## src/design/tsit_pkg.sv

```systemverilog
// Shared types, operation codes and constants of the split interval timer.
`default_nettype none
package tsit_pkg;

  typedef struct packed {
    logic [1:0]  command;
    logic [31:0] timeout_us;
    logic [31:0] hw_count;
  } tsit_in_t;

  typedef struct packed {
    logic        start_counter;
    logic        stop_counter;
    logic [31:0] reload_ticks;
    logic        expired;
    logic [31:0] elapsed_us;
    logic        invalid;
  } tsit_out_t;

  typedef struct packed {
    logic [19:0] tick_freq_hz;
    logic [31:0] counter_limit;
    logic        one_shot;
    logic        counts_down;
  } tsit_cfg_t;

  // Commands carried by a request.
  localparam logic [1:0] CMD_SET  = 2'd0;
  localparam logic [1:0] CMD_TICK = 2'd1;
  localparam logic [1:0] CMD_READ = 2'd2;

  // Register indexes of the configuration port.
  localparam logic [1:0] REG_FREQ  = 2'd0;
  localparam logic [1:0] REG_LIMIT = 2'd1;
  localparam logic [1:0] REG_ONE   = 2'd2;
  localparam logic [1:0] REG_DOWN  = 2'd3;

  localparam logic [31:0] USEC_PER_SEC = 32'd1000000;
  localparam logic [31:0] SEARCH_DIV   = 32'd5;

  // Reciprocal of SEARCH_DIV: (x * DIV5_RECIP) >> 34 equals x / 5 for any 32-bit x.
  localparam logic [31:0] DIV5_RECIP   = 32'hCCCC_CCCD;

  // Datapath operations issued by the controller.
  localparam int OP_W = 5;
  localparam logic [OP_W-1:0] OP_NONE     = 5'd0;
  localparam logic [OP_W-1:0] OP_LOAD     = 5'd1;
  localparam logic [OP_W-1:0] OP_DIV_TP   = 5'd2;
  localparam logic [OP_W-1:0] OP_DIV_CNT  = 5'd3;
  localparam logic [OP_W-1:0] OP_DIV_LIM  = 5'd4;
  localparam logic [OP_W-1:0] OP_DIV_I    = 5'd6;
  localparam logic [OP_W-1:0] OP_DIV_BEST = 5'd7;
  localparam logic [OP_W-1:0] OP_DIV_PT   = 5'd8;
  localparam logic [OP_W-1:0] OP_GET_TP   = 5'd9;
  localparam logic [OP_W-1:0] OP_GET_CNT  = 5'd10;
  localparam logic [OP_W-1:0] OP_GET_LIM  = 5'd11;
  localparam logic [OP_W-1:0] OP_GET_BND  = 5'd12;
  localparam logic [OP_W-1:0] OP_GET_I    = 5'd13;
  localparam logic [OP_W-1:0] OP_GET_BEST = 5'd14;
  localparam logic [OP_W-1:0] OP_GET_PT   = 5'd15;
  localparam logic [OP_W-1:0] OP_SMALL    = 5'd16;
  localparam logic [OP_W-1:0] OP_FAIL     = 5'd17;
  localparam logic [OP_W-1:0] OP_SET_OUT  = 5'd18;
  localparam logic [OP_W-1:0] OP_TICK     = 5'd19;
  localparam logic [OP_W-1:0] OP_R_M1     = 5'd20;
  localparam logic [OP_W-1:0] OP_R_M2     = 5'd21;
  localparam logic [OP_W-1:0] OP_R_OUT    = 5'd22;
  localparam logic [OP_W-1:0] OP_ZERO_OUT = 5'd23;

  typedef struct packed {
    logic [OP_W-1:0] op;
  } tsit_ctl_t;

  typedef struct packed {
    logic       div_done;
    logic       count_lt_lim;
    logic       rem_zero;
    logic       rem_le1;
    logic       i_lt_bound;
    logic       best_zero;
    logic       out_free;
    logic       counts_down;
    logic [1:0] cmd;
  } tsit_sts_t;

endpackage
`default_nettype wire

```

## src/design/timeout_split_interval_timer.sv

```systemverilog
// Top level of the split interval timer: configuration registers and units.
//
// Requests enter on in_valid/in_ready and carry a command: set timeout,
// counter period tick or read elapsed time. Each request gives exactly one
// result on out_valid/out_ready, held in an output register.
// Configuration is written through cfg_we/cfg_addr/cfg_wdata. The user must
// write it only while idle; the block itself does not enforce this.
// A set timeout ends in one of three ways: the count fits under the limit,
// it divides evenly by it, or the least-remainder search runs. A read in
// down-count mode adds a division. Each division goes through the shared
// 32-step serial divider.
// One request is in work at a time; the next is accepted once the result
// is written, even while that result still waits in the output register.
// A stalled receiver holds the result; a request done meanwhile waits
// for the output register to free up.
// Reset is synchronous: configuration returns to its reset values and
// the timer state is cleared.
`default_nettype none
module timeout_split_interval_timer (
  input  wire logic                clk,
  input  wire logic                rst_n,
  input  wire logic                in_valid,
  output logic                     in_ready,
  input  wire tsit_pkg::tsit_in_t  in_data,
  output logic                     out_valid,
  input  wire logic                out_ready,
  output tsit_pkg::tsit_out_t      out_data,
  input  wire logic                cfg_we,
  input  wire logic [1:0]          cfg_addr,
  input  wire logic [31:0]         cfg_wdata
);
  import tsit_pkg::*;

  tsit_cfg_t cfg_r;
  tsit_ctl_t ctl;
  tsit_sts_t sts;

  // Configuration register file.
  always_ff @(posedge clk) begin
    if (!rst_n) begin
      cfg_r.tick_freq_hz  <= 20'd1000000;
      cfg_r.counter_limit <= 32'd65535;
      cfg_r.one_shot      <= 1'b0;
      cfg_r.counts_down   <= 1'b0;
    end else if (cfg_we) begin
      unique case (cfg_addr)
        REG_FREQ:  cfg_r.tick_freq_hz  <= cfg_wdata[19:0];
        REG_LIMIT: cfg_r.counter_limit <= cfg_wdata;
        REG_ONE:   cfg_r.one_shot      <= cfg_wdata[0];
        REG_DOWN:  cfg_r.counts_down   <= cfg_wdata[0];
        default:   ;
      endcase
    end
  end

  tsit_ctrl u_ctrl (
    .clk      (clk),
    .rst_n    (rst_n),
    .in_valid (in_valid),
    .in_cmd   (in_data.command),
    .in_ready (in_ready),
    .sts      (sts),
    .ctl      (ctl)
  );

  tsit_dp u_dp (
    .clk       (clk),
    .rst_n     (rst_n),
    .cfg       (cfg_r),
    .ctl       (ctl),
    .in_data   (in_data),
    .sts       (sts),
    .out_valid (out_valid),
    .out_ready (out_ready),
    .out_data  (out_data)
  );
endmodule
`default_nettype wire

```

## src/design/tsit_div.sv

```systemverilog
// Serial restoring divider, one quotient bit per cycle.
`default_nettype none
module tsit_div (
  input  wire logic        clk,
  input  wire logic        rst_n,
  input  wire logic        start,
  input  wire logic [31:0] dividend,
  input  wire logic [31:0] divisor,
  output logic             done,
  output logic [31:0]      quot,
  output logic [31:0]      rem
);
  logic [31:0] q_r, q_nxt, r_r, r_nxt, d_r, d_nxt;
  logic [5:0]  cnt_r, cnt_nxt;
  logic        busy_r, busy_nxt, done_r, done_nxt;
  logic [32:0] trial;

  // One shift and trial subtract per cycle.
  always_comb begin
    q_nxt    = q_r;
    r_nxt    = r_r;
    d_nxt    = d_r;
    cnt_nxt  = cnt_r;
    busy_nxt = busy_r;
    done_nxt = 1'b0;
    trial    = {r_r, q_r[31]} - {1'b0, d_r};
    if (start) begin
      q_nxt    = dividend;
      r_nxt    = '0;
      d_nxt    = divisor;
      cnt_nxt  = 6'd0;
      busy_nxt = 1'b1;
    end else if (busy_r) begin
      if (!trial[32]) begin
        r_nxt = trial[31:0];
        q_nxt = {q_r[30:0], 1'b1};
      end else begin
        r_nxt = {r_r[30:0], q_r[31]};
        q_nxt = {q_r[30:0], 1'b0};
      end
      cnt_nxt = cnt_r + 6'd1;
      if (cnt_r == 6'd31) begin
        busy_nxt = 1'b0;
        done_nxt = 1'b1;
      end
    end
  end

  always_ff @(posedge clk) begin
    if (!rst_n) begin
      busy_r <= 1'b0;
      done_r <= 1'b0;
      cnt_r  <= '0;
    end else begin
      busy_r <= busy_nxt;
      done_r <= done_nxt;
      cnt_r  <= cnt_nxt;
    end
    q_r <= q_nxt;
    r_r <= r_nxt;
    d_r <= d_nxt;
  end

  assign done = done_r;
  assign quot = q_r;
  assign rem  = r_r;
endmodule
`default_nettype wire

```

## src/design/tsit_dp.sv

```systemverilog
// Datapath: timer state, split search registers, shared divider and multiplier.
`default_nettype none
module tsit_dp (
  input  wire logic                clk,
  input  wire logic                rst_n,
  input  wire tsit_pkg::tsit_cfg_t cfg,
  input  wire tsit_pkg::tsit_ctl_t ctl,
  input  wire tsit_pkg::tsit_in_t  in_data,
  output tsit_pkg::tsit_sts_t      sts,
  output logic                     out_valid,
  input  wire logic                out_ready,
  output tsit_pkg::tsit_out_t      out_data
);
  import tsit_pkg::*;

  logic [1:0]  cmd_r;
  logic [31:0] timeout_r, hw_r;
  logic [19:0] tp_r;
  logic [31:0] count_r, i_r, best_r, best_err_r, bound_r, c_r, acc_r, prod_r;
  logic [31:0] total_r, left_r, ovp_r, period_r, reload_r;
  tsit_out_t   out_r, out_nxt;
  logic        out_valid_r;

  logic [31:0] lim, freq, tp32;
  logic        div_start, div_done;
  logic [31:0] div_a, div_b, div_q, div_rm;
  logic [31:0] mul_a, mul_b;
  logic [63:0] mul_p;
  logic [31:0] mul_lo, tick_left;
  logic        out_free, out_load;

  assign lim  = (cfg.counter_limit == 32'd0) ? 32'd1 : cfg.counter_limit;
  assign freq = (cfg.tick_freq_hz == 20'd0) ? 32'd1 : {12'd0, cfg.tick_freq_hz};
  assign tp32 = {12'd0, tp_r};

  // Divider operand selection.
  always_comb begin
    div_start = 1'b1;
    div_a     = count_r;
    div_b     = 32'd1;
    unique case (ctl.op)
      OP_DIV_TP:   begin div_a = USEC_PER_SEC; div_b = freq; end
      OP_DIV_CNT:  begin div_a = timeout_r;    div_b = tp32; end
      OP_DIV_LIM:  div_b = lim;
      OP_DIV_I:    div_b = i_r;
      OP_DIV_BEST: div_b = best_r;
      OP_DIV_PT:   begin div_a = period_r;     div_b = tp32; end
      default:     div_start = 1'b0;
    endcase
  end

  tsit_div u_div (
    .clk      (clk),
    .rst_n    (rst_n),
    .start    (div_start),
    .dividend (div_a),
    .divisor  (div_b),
    .done     (div_done),
    .quot     (div_q),
    .rem      (div_rm)
  );

  // Shared multiplier; its product is used only to load registers.
  always_comb begin
    mul_a = '0;
    mul_b = '0;
    unique case (ctl.op)
      OP_SMALL:    begin mul_a = count_r; mul_b = tp32;       end
      OP_GET_LIM:  begin mul_a = lim;     mul_b = tp32;       end
      OP_GET_BND:  begin mul_a = count_r; mul_b = DIV5_RECIP; end
      OP_GET_BEST: begin mul_a = div_q;   mul_b = tp32;       end
      OP_R_M1:     begin mul_a = total_r; mul_b = period_r;   end
      OP_R_M2:     begin mul_a = c_r;     mul_b = tp32;       end
      default:     ;
    endcase
  end
  assign mul_p     = mul_a * mul_b;
  assign mul_lo    = mul_p[31:0];
  assign tick_left = left_r - 32'd1;
  assign out_free  = !out_valid_r || out_ready;
  assign out_load  = (ctl.op == OP_SET_OUT) || (ctl.op == OP_TICK) ||
                     (ctl.op == OP_R_OUT) || (ctl.op == OP_ZERO_OUT);

  // Result word written into the output register.
  always_comb begin
    out_nxt = '0;
    unique case (ctl.op)
      OP_SET_OUT: begin
        out_nxt.stop_counter  = 1'b1;
        out_nxt.invalid       = (left_r == 32'd0);
        out_nxt.start_counter = (left_r != 32'd0);
        out_nxt.reload_ticks  = (left_r == 32'd0) ? 32'd0 : reload_r;
      end
      OP_TICK: begin
        out_nxt.expired      = (tick_left == 32'd0);
        out_nxt.stop_counter = (tick_left == 32'd0) && cfg.one_shot;
      end
      OP_R_OUT: out_nxt.elapsed_us = acc_r + prod_r;
      default:  ;
    endcase
  end

  // Per-operation register updates.
  always_ff @(posedge clk) begin
    if (!rst_n) begin
      total_r     <= '0;
      left_r      <= '0;
      ovp_r       <= '0;
      period_r    <= '0;
      out_valid_r <= 1'b0;
    end else begin
      if (out_load) begin
        out_valid_r <= 1'b1;
        out_r       <= out_nxt;
      end else if (out_ready) begin
        out_valid_r <= 1'b0;
      end
      unique case (ctl.op)
        OP_LOAD: begin
          cmd_r     <= in_data.command;
          timeout_r <= in_data.timeout_us;
          hw_r      <= in_data.hw_count;
        end
        OP_GET_TP: begin
          tp_r <= (div_q == 32'd0) ? 20'd1 : div_q[19:0];
          c_r  <= hw_r;
        end
        OP_GET_CNT: count_r <= (div_q == 32'd0) ? 32'd1 : div_q;
        OP_SMALL: begin
          ovp_r    <= 32'd1;
          left_r   <= 32'd1;
          period_r <= mul_lo;
          reload_r <= count_r;
        end
        OP_GET_LIM: begin
          if (div_rm == 32'd0) begin
            ovp_r    <= div_q;
            left_r   <= div_q;
            period_r <= mul_lo;
            reload_r <= lim;
          end else begin
            i_r        <= div_q + 32'd1;
            best_err_r <= div_q + 32'd1;
            best_r     <= '0;
          end
        end
        // Search bound count / 5 through the reciprocal product.
        OP_GET_BND: bound_r <= {2'b00, mul_p[63:34]};
        OP_GET_I: begin
          if (div_rm <= 32'd1) begin
            best_r <= i_r;
          end else begin
            if (div_rm < best_err_r) begin
              best_err_r <= div_rm;
              best_r     <= i_r;
            end
            i_r <= i_r + 32'd1;
          end
        end
        OP_FAIL: begin
          ovp_r    <= '0;
          left_r   <= '0;
          period_r <= '0;
          reload_r <= '0;
        end
        OP_GET_BEST: begin
          ovp_r    <= best_r;
          left_r   <= best_r;
          period_r <= mul_lo;
          reload_r <= div_q;
        end
        OP_GET_PT: c_r <= div_q - hw_r;
        OP_R_M1:   acc_r <= mul_lo;
        OP_R_M2:   prod_r <= mul_lo;
        OP_SET_OUT: total_r <= '0;
        OP_TICK: begin
          if (tick_left == 32'd0) begin
            left_r  <= ovp_r;
            total_r <= '0;
          end else begin
            left_r  <= tick_left;
            total_r <= total_r + 32'd1;
          end
        end
        default: ;
      endcase
    end
  end

  // Status toward the controller.
  always_comb begin
    sts.div_done     = div_done;
    sts.count_lt_lim = (count_r < lim);
    sts.rem_zero     = (div_rm == 32'd0);
    sts.rem_le1      = (div_rm <= 32'd1);
    sts.i_lt_bound   = (i_r < bound_r);
    sts.best_zero    = (best_r == 32'd0);
    sts.out_free     = out_free;
    sts.counts_down  = cfg.counts_down;
    sts.cmd          = cmd_r;
  end

  assign out_valid = out_valid_r;
  assign out_data  = out_r;
endmodule
`default_nettype wire

```

## src/design/tsit_ctrl.sv

```systemverilog
// Controller: sequences divisions, the divisor search and result writes.
`default_nettype none
module tsit_ctrl (
  input  wire logic                clk,
  input  wire logic                rst_n,
  input  wire logic                in_valid,
  input  wire logic [1:0]          in_cmd,
  output logic                     in_ready,
  input  wire tsit_pkg::tsit_sts_t sts,
  output tsit_pkg::tsit_ctl_t      ctl
);
  import tsit_pkg::*;

  localparam logic [4:0] S_IDLE   = 5'd0;
  localparam logic [4:0] S_TP_S   = 5'd1;
  localparam logic [4:0] S_TP_W   = 5'd2;
  localparam logic [4:0] S_TP_G   = 5'd3;
  localparam logic [4:0] S_CNT_S  = 5'd4;
  localparam logic [4:0] S_CNT_W  = 5'd5;
  localparam logic [4:0] S_CNT_G  = 5'd6;
  localparam logic [4:0] S_CHK    = 5'd7;
  localparam logic [4:0] S_LIM_S  = 5'd8;
  localparam logic [4:0] S_LIM_W  = 5'd9;
  localparam logic [4:0] S_LIM_G  = 5'd10;
  localparam logic [4:0] S_BND    = 5'd11;
  localparam logic [4:0] S_LOOP   = 5'd14;
  localparam logic [4:0] S_I_S    = 5'd15;
  localparam logic [4:0] S_I_W    = 5'd16;
  localparam logic [4:0] S_I_G    = 5'd17;
  localparam logic [4:0] S_FIN    = 5'd18;
  localparam logic [4:0] S_BEST_S = 5'd19;
  localparam logic [4:0] S_BEST_W = 5'd20;
  localparam logic [4:0] S_BEST_G = 5'd21;
  localparam logic [4:0] S_SOUT   = 5'd22;
  localparam logic [4:0] S_PT_S   = 5'd23;
  localparam logic [4:0] S_PT_W   = 5'd24;
  localparam logic [4:0] S_PT_G   = 5'd25;
  localparam logic [4:0] S_M1     = 5'd26;
  localparam logic [4:0] S_M2     = 5'd27;
  localparam logic [4:0] S_ROUT   = 5'd28;
  localparam logic [4:0] S_TICK   = 5'd29;
  localparam logic [4:0] S_ZERO   = 5'd30;

  logic [4:0] state_r, state_nxt;

  // Next state and the operation issued in each state.
  always_comb begin
    state_nxt = state_r;
    ctl.op    = OP_NONE;
    in_ready  = 1'b0;
    unique case (state_r)
      S_IDLE: begin
        in_ready = 1'b1;
        if (in_valid) begin
          ctl.op = OP_LOAD;
          priority if (in_cmd == CMD_SET || in_cmd == CMD_READ) state_nxt = S_TP_S;
          else if (in_cmd == CMD_TICK) state_nxt = S_TICK;
          else state_nxt = S_ZERO;
        end
      end
      S_TP_S: begin ctl.op = OP_DIV_TP; state_nxt = S_TP_W; end
      S_TP_W: if (sts.div_done) state_nxt = S_TP_G;
      S_TP_G: begin
        ctl.op = OP_GET_TP;
        priority if (sts.cmd == CMD_SET) state_nxt = S_CNT_S;
        else if (sts.counts_down) state_nxt = S_PT_S;
        else state_nxt = S_M1;
      end
      S_CNT_S: begin ctl.op = OP_DIV_CNT; state_nxt = S_CNT_W; end
      S_CNT_W: if (sts.div_done) state_nxt = S_CNT_G;
      S_CNT_G: begin ctl.op = OP_GET_CNT; state_nxt = S_CHK; end
      S_CHK: begin
        if (sts.count_lt_lim) begin
          ctl.op    = OP_SMALL;
          state_nxt = S_SOUT;
        end else begin
          state_nxt = S_LIM_S;
        end
      end
      S_LIM_S: begin ctl.op = OP_DIV_LIM; state_nxt = S_LIM_W; end
      S_LIM_W: if (sts.div_done) state_nxt = S_LIM_G;
      S_LIM_G: begin
        ctl.op    = OP_GET_LIM;
        state_nxt = sts.rem_zero ? S_SOUT : S_BND;
      end
      S_BND:   begin ctl.op = OP_GET_BND; state_nxt = S_LOOP; end
      S_LOOP:  state_nxt = sts.i_lt_bound ? S_I_S : S_FIN;
      S_I_S:   begin ctl.op = OP_DIV_I; state_nxt = S_I_W; end
      S_I_W:   if (sts.div_done) state_nxt = S_I_G;
      S_I_G: begin
        ctl.op    = OP_GET_I;
        state_nxt = sts.rem_le1 ? S_FIN : S_LOOP;
      end
      S_FIN: begin
        if (sts.best_zero) begin
          ctl.op    = OP_FAIL;
          state_nxt = S_SOUT;
        end else begin
          state_nxt = S_BEST_S;
        end
      end
      S_BEST_S: begin ctl.op = OP_DIV_BEST; state_nxt = S_BEST_W; end
      S_BEST_W: if (sts.div_done) state_nxt = S_BEST_G;
      S_BEST_G: begin ctl.op = OP_GET_BEST; state_nxt = S_SOUT; end
      S_SOUT: if (sts.out_free) begin ctl.op = OP_SET_OUT; state_nxt = S_IDLE; end
      S_PT_S: begin ctl.op = OP_DIV_PT; state_nxt = S_PT_W; end
      S_PT_W: if (sts.div_done) state_nxt = S_PT_G;
      S_PT_G: begin ctl.op = OP_GET_PT; state_nxt = S_M1; end
      S_M1:   begin ctl.op = OP_R_M1; state_nxt = S_M2; end
      S_M2:   begin ctl.op = OP_R_M2; state_nxt = S_ROUT; end
      S_ROUT: if (sts.out_free) begin ctl.op = OP_R_OUT; state_nxt = S_IDLE; end
      S_TICK: if (sts.out_free) begin ctl.op = OP_TICK; state_nxt = S_IDLE; end
      S_ZERO: if (sts.out_free) begin ctl.op = OP_ZERO_OUT; state_nxt = S_IDLE; end
      default: state_nxt = S_IDLE;
    endcase
  end

  always_ff @(posedge clk) begin
    if (!rst_n) begin
      state_r <= S_IDLE;
    end else begin
      state_r <= state_nxt;
    end
  end
endmodule
`default_nettype wire

```

## config.mk

```make
export PLATFORM = sky130hd
export DESIGN_NAME = timeout_split_interval_timer
export DESIGN_NICKNAME = d
export VERILOG_FILES = /design/src/design/tsit_pkg.sv /design/src/design/timeout_split_interval_timer.sv /design/src/design/tsit_div.sv /design/src/design/tsit_dp.sv /design/src/design/tsit_ctrl.sv
export SDC_FILE = /design/constraint.sdc
export NUM_CORES = 2
export LEC_CHECK = 0
export ABC_CLOCK_PERIOD_IN_PS = 14000
export BUFFER_PORTS_ARGS = -buffer_cell sky130_fd_sc_hd__buf_2
export CORE_MARGIN = 3
export CORE_UTILIZATION = 65
export DETAILED_ROUTE_END_ITERATION = 6
export MAX_ROUTING_LAYER = met4
export PLACE_DENSITY = 0.82
export SLEW_MARGIN = 20
export SYNTH_ARGS = -nofsm -noshare
export SYNTH_HDL_FRONTEND = slang
export SYNTH_HIERARCHICAL = 1
export SYNTH_SLANG_ARGS = --single-unit
```

## constraint.sdc

```tcl
create_clock -name clk -period 14 [get_ports clk]
set_clock_uncertainty 0.05 [all_clocks]
set_input_delay 0.7 -clock clk [delete_from_list [all_inputs] [get_ports clk]]
set_output_delay 0.7 -clock clk [all_outputs]
set_load 0.1 [all_outputs]
```

==> out/qor.csv <==
stage;metric;value;unit
run_status;status;complete, but fails checks;
run_status;violations;DRC;
setup_path;cp.arrival;14140;ps
finish;final_nets;9344;
setup_path;cp.required;14370;ps
synthesis;synth_area;72200;um^2
global_route;grt_max_degree;94;
sta;fmax;0.0726;GHz
placement;place_area;75200;um^2
sta;rsz0062_at_grt;false;
sta;finalHoldViolCount;0;
routing;remaining_drc_errors;92;
finish;layout_common_cells;1153 x inv_1, 995 x nor2_1, 923 x nand2_1;
floorplan;ios;175;
finish;stdcell_area;78200;um^2
floorplan;dieArea;115000;um^2
sta;setup_viol;0;
routing;routed_wl;268000;um
synthesis;synthesis.instances;7837;
power;total_power;9.50;mW
routing;avgRoutedWirePerCell;28.3;um
placement;place_congestion;1.12;
synthesis;synthArstFlopShare;0;%
power;irDropWorstVdd;0.177;mV
setup_path;slowest_delay;840;ps
clocking;cts.sinks;732;
global_route;grtUsageTotal;47.4;%
floorplan;core_area;110000;um^2
finish;post-route-util;71.4;%
finish;drive_gt1_share;8.64;%
setup_path;worstPathMaxFanout;32;
global_route;grt_pass1_vias;61200;
sta;post-route-period-util;98.4;%
clocking;cts_made_buffers;81;
power;leakage;34.7;nW
power;p_per_area;121;nW/um^2
sta;setup_slack;223;ps
sta;fin_crit;13780;ps
floorplan;die_h;339;um
setup_path;r2r_slack;220;ps
setup_path;crit_path_top_delay_cell;o21ai_0;
sta;worstMarginPinSlew;1160;ps
clocking;h-tree-depth;3;
hold_path;worstHoldPathType;input pin to flip-flop;
global_route;grt_first_pass_wirelength;390000;um
global_route;grt-ovfl-total;0;
setup_path;path_class;flip-flop to flip-flop;
placement;io_buffers;174;
synthesis;synth-main-ff-cell;edfxtp_1;
job;cap_viol_max_count;0;
synthesis;yosys_warnings;6;
placement;pre_cts_slack;-7.88;ps
routing;viasPerCell;6.63;
synthesis;synth_fp_nets;9297;
routing;vias;62700;
routing;drt_iter0_drc;9763;
setup_path;crit_top_cell;fa_1;
global_route;antenna_found_initial;25;
clocking;cts_root_buf;clkbuf_16;
sta;slew-limit-headroom;22.1;%
clocking;clk_pin_slew;60;ps
floorplan;initial_core_util;65.9;%
routing;antenna_left;0;
synthesis;synth_enable_flop_cells;504;
clocking;worstSkewPairLatency;730;ps
synthesis;synth.distinct_cells;104;
setup_path;start_kind;flip-flop;
synthesis;ys_seq_area_share;27.3;%
floorplan;rows;121;
sta;finalMaxSlewViolations;0;
placement;dp_hpwl;206000;um
clocking;cts_tree;done;
floorplan;die_x;339;um
finish;layout_commonest_cell;inv_1;
synthesis;ys_ff_latch;732;
routing;drtPass1Iterations;7;
synthesis;avgSynthCellArea;9.21;um^2
finish;area_delta_synth_final;8.35;%
setup_path;endpoint_kind;flip-flop;
clocking;cts_buffer_depth;3;
synth_stat cells (all sizes together), types with 135 or more instances:
master  count  area [um^2]
edfxtp    504        15100
clkbuf    392         1470
ha        456         5710
dfxtp     228         4560
a21o      146         1100
o21ai     247         1240
nand2     927         3490
xnor2     135         1220
a21oi     304         1530
nor2     1009         3800
inv      1159         4350
fa        899        18000
where the power goes:
group          switching, mW  leakage (nW)  internal, mW
Clock                  0.966          1.37          1.31
Sequential             0.308          6.23          2.73
Combinational           2.82          27.1          1.37
Total                   4.09          34.7          5.41
cells by family (layout without fill, tap and decap cells):
logic type | Yosys count | count (layout) | synth area share, %
AND/OR/NAND/NOR | 2574 | 2574 | 15.6
buffers and inverters | 1615 | 1730 | 8.61
adder cells (fa/ha/maj) | 1355 | 1355 | 32.8
AO/OA/AOI/OAI | 1244 | 1244 | 11.6
flip-flops | 732 | 732 | 27.3
XOR/XNOR | 235 | 235 | 2.90
multiplexers | 82 | 82 | 1.19
other | 0 | 27 | 0
through the flow:
step,hold WS [ps],cells,setup TNS [ps]
after global placement,391,9269,0
after detailed placement,399,9270,-7.88
final,104,9455,0
after global routing,97.3,9451,0
after CTS,95.5,9421,0
after floorplan,381,7837,0
path summary, 6_finish.rpt:
check,end,start,depth (start not counted)
setup / recovery,u_dp/bound_r[14],cfg_r[26],45
hold / removal,u_dp/timeout_r[16],in_data[48],1
setup reg to reg,u_dp/bound_r[14],cfg_r[26],45
hold reg to reg,u_dp/ovp_r[29],u_dp/ovp_r[29],2
critical path, delay by kind of cell, from the launching register on:
family	cells	cell delay, ps
compound gates	15	4260
flops	1	340
simple gates	12	3040
xor+xnor	1	90
buf+inv	8	1320
fa+ha+maj	9	4300
repair_timing:
item	in CTS	in global routing
hold buffers	0	0
pin swaps	0	1
buffers inserted	0	5
endpoints found under the setup margin	1	30
resized for setup	1	10
flip-flops by register name, summed over array words and instances, names as in the netlist, 5 cells and up:
| register | cells |
|---|---|
| cfg_r | 54 |
| u_ctrl/state_r | 5 |
| u_dp/acc_r | 32 |
| u_dp/best_err_r | 32 |
| u_dp/best_r | 32 |
| u_dp/bound_r | 30 |
| u_dp/c_r | 32 |
| u_dp/count_r | 32 |
| u_dp/hw_r | 32 |
| u_dp/i_r | 32 |
| u_dp/left_r | 32 |
| u_dp/out_data | 68 |
| u_dp/ovp_r | 32 |
| u_dp/period_r | 32 |
| u_dp/prod_r | 32 |
| u_dp/reload_r | 32 |
| u_dp/timeout_r | 32 |
| u_dp/total_r | 32 |
| u_dp/tp_r | 20 |
| u_dp/u_div/cnt_r | 6 |
| u_dp/u_div/d_r | 32 |
| u_dp/u_div/quot | 32 |
| u_dp/u_div/rem | 32 |
cell type report:
| cell class | count | area [um^2] |
|---|---|---|
| clock inverters | 47 | 592 |
| multi-input cells | 5490 | 46700 |
| repair buffers | 419 | 2830 |
| fillers | 8257 | 31400 |
| clock buffers | 104 | 2200 |
| diodes | 27 | 67.6 |
| well taps | 1476 | 1850 |
| flip-flops and latches | 732 | 19700 |
| inverters | 1160 | 4360 |
per-layer routing:
| layer | vias up | wire length, um | track usage (%) |
|---|---|---|---|
| met4 | 0 | 22800 | 30.1 |
| met1 | 30200 | 90900 | 57.8 |
| met5 | - | 0 | - |
| li1 | 25900 | - | - |
| met3 | 1414 | 44900 | 20.0 |
| met2 | 5164 | 109000 | 64.5 |
Note: power is estimated with default switching activity, not from simulation.
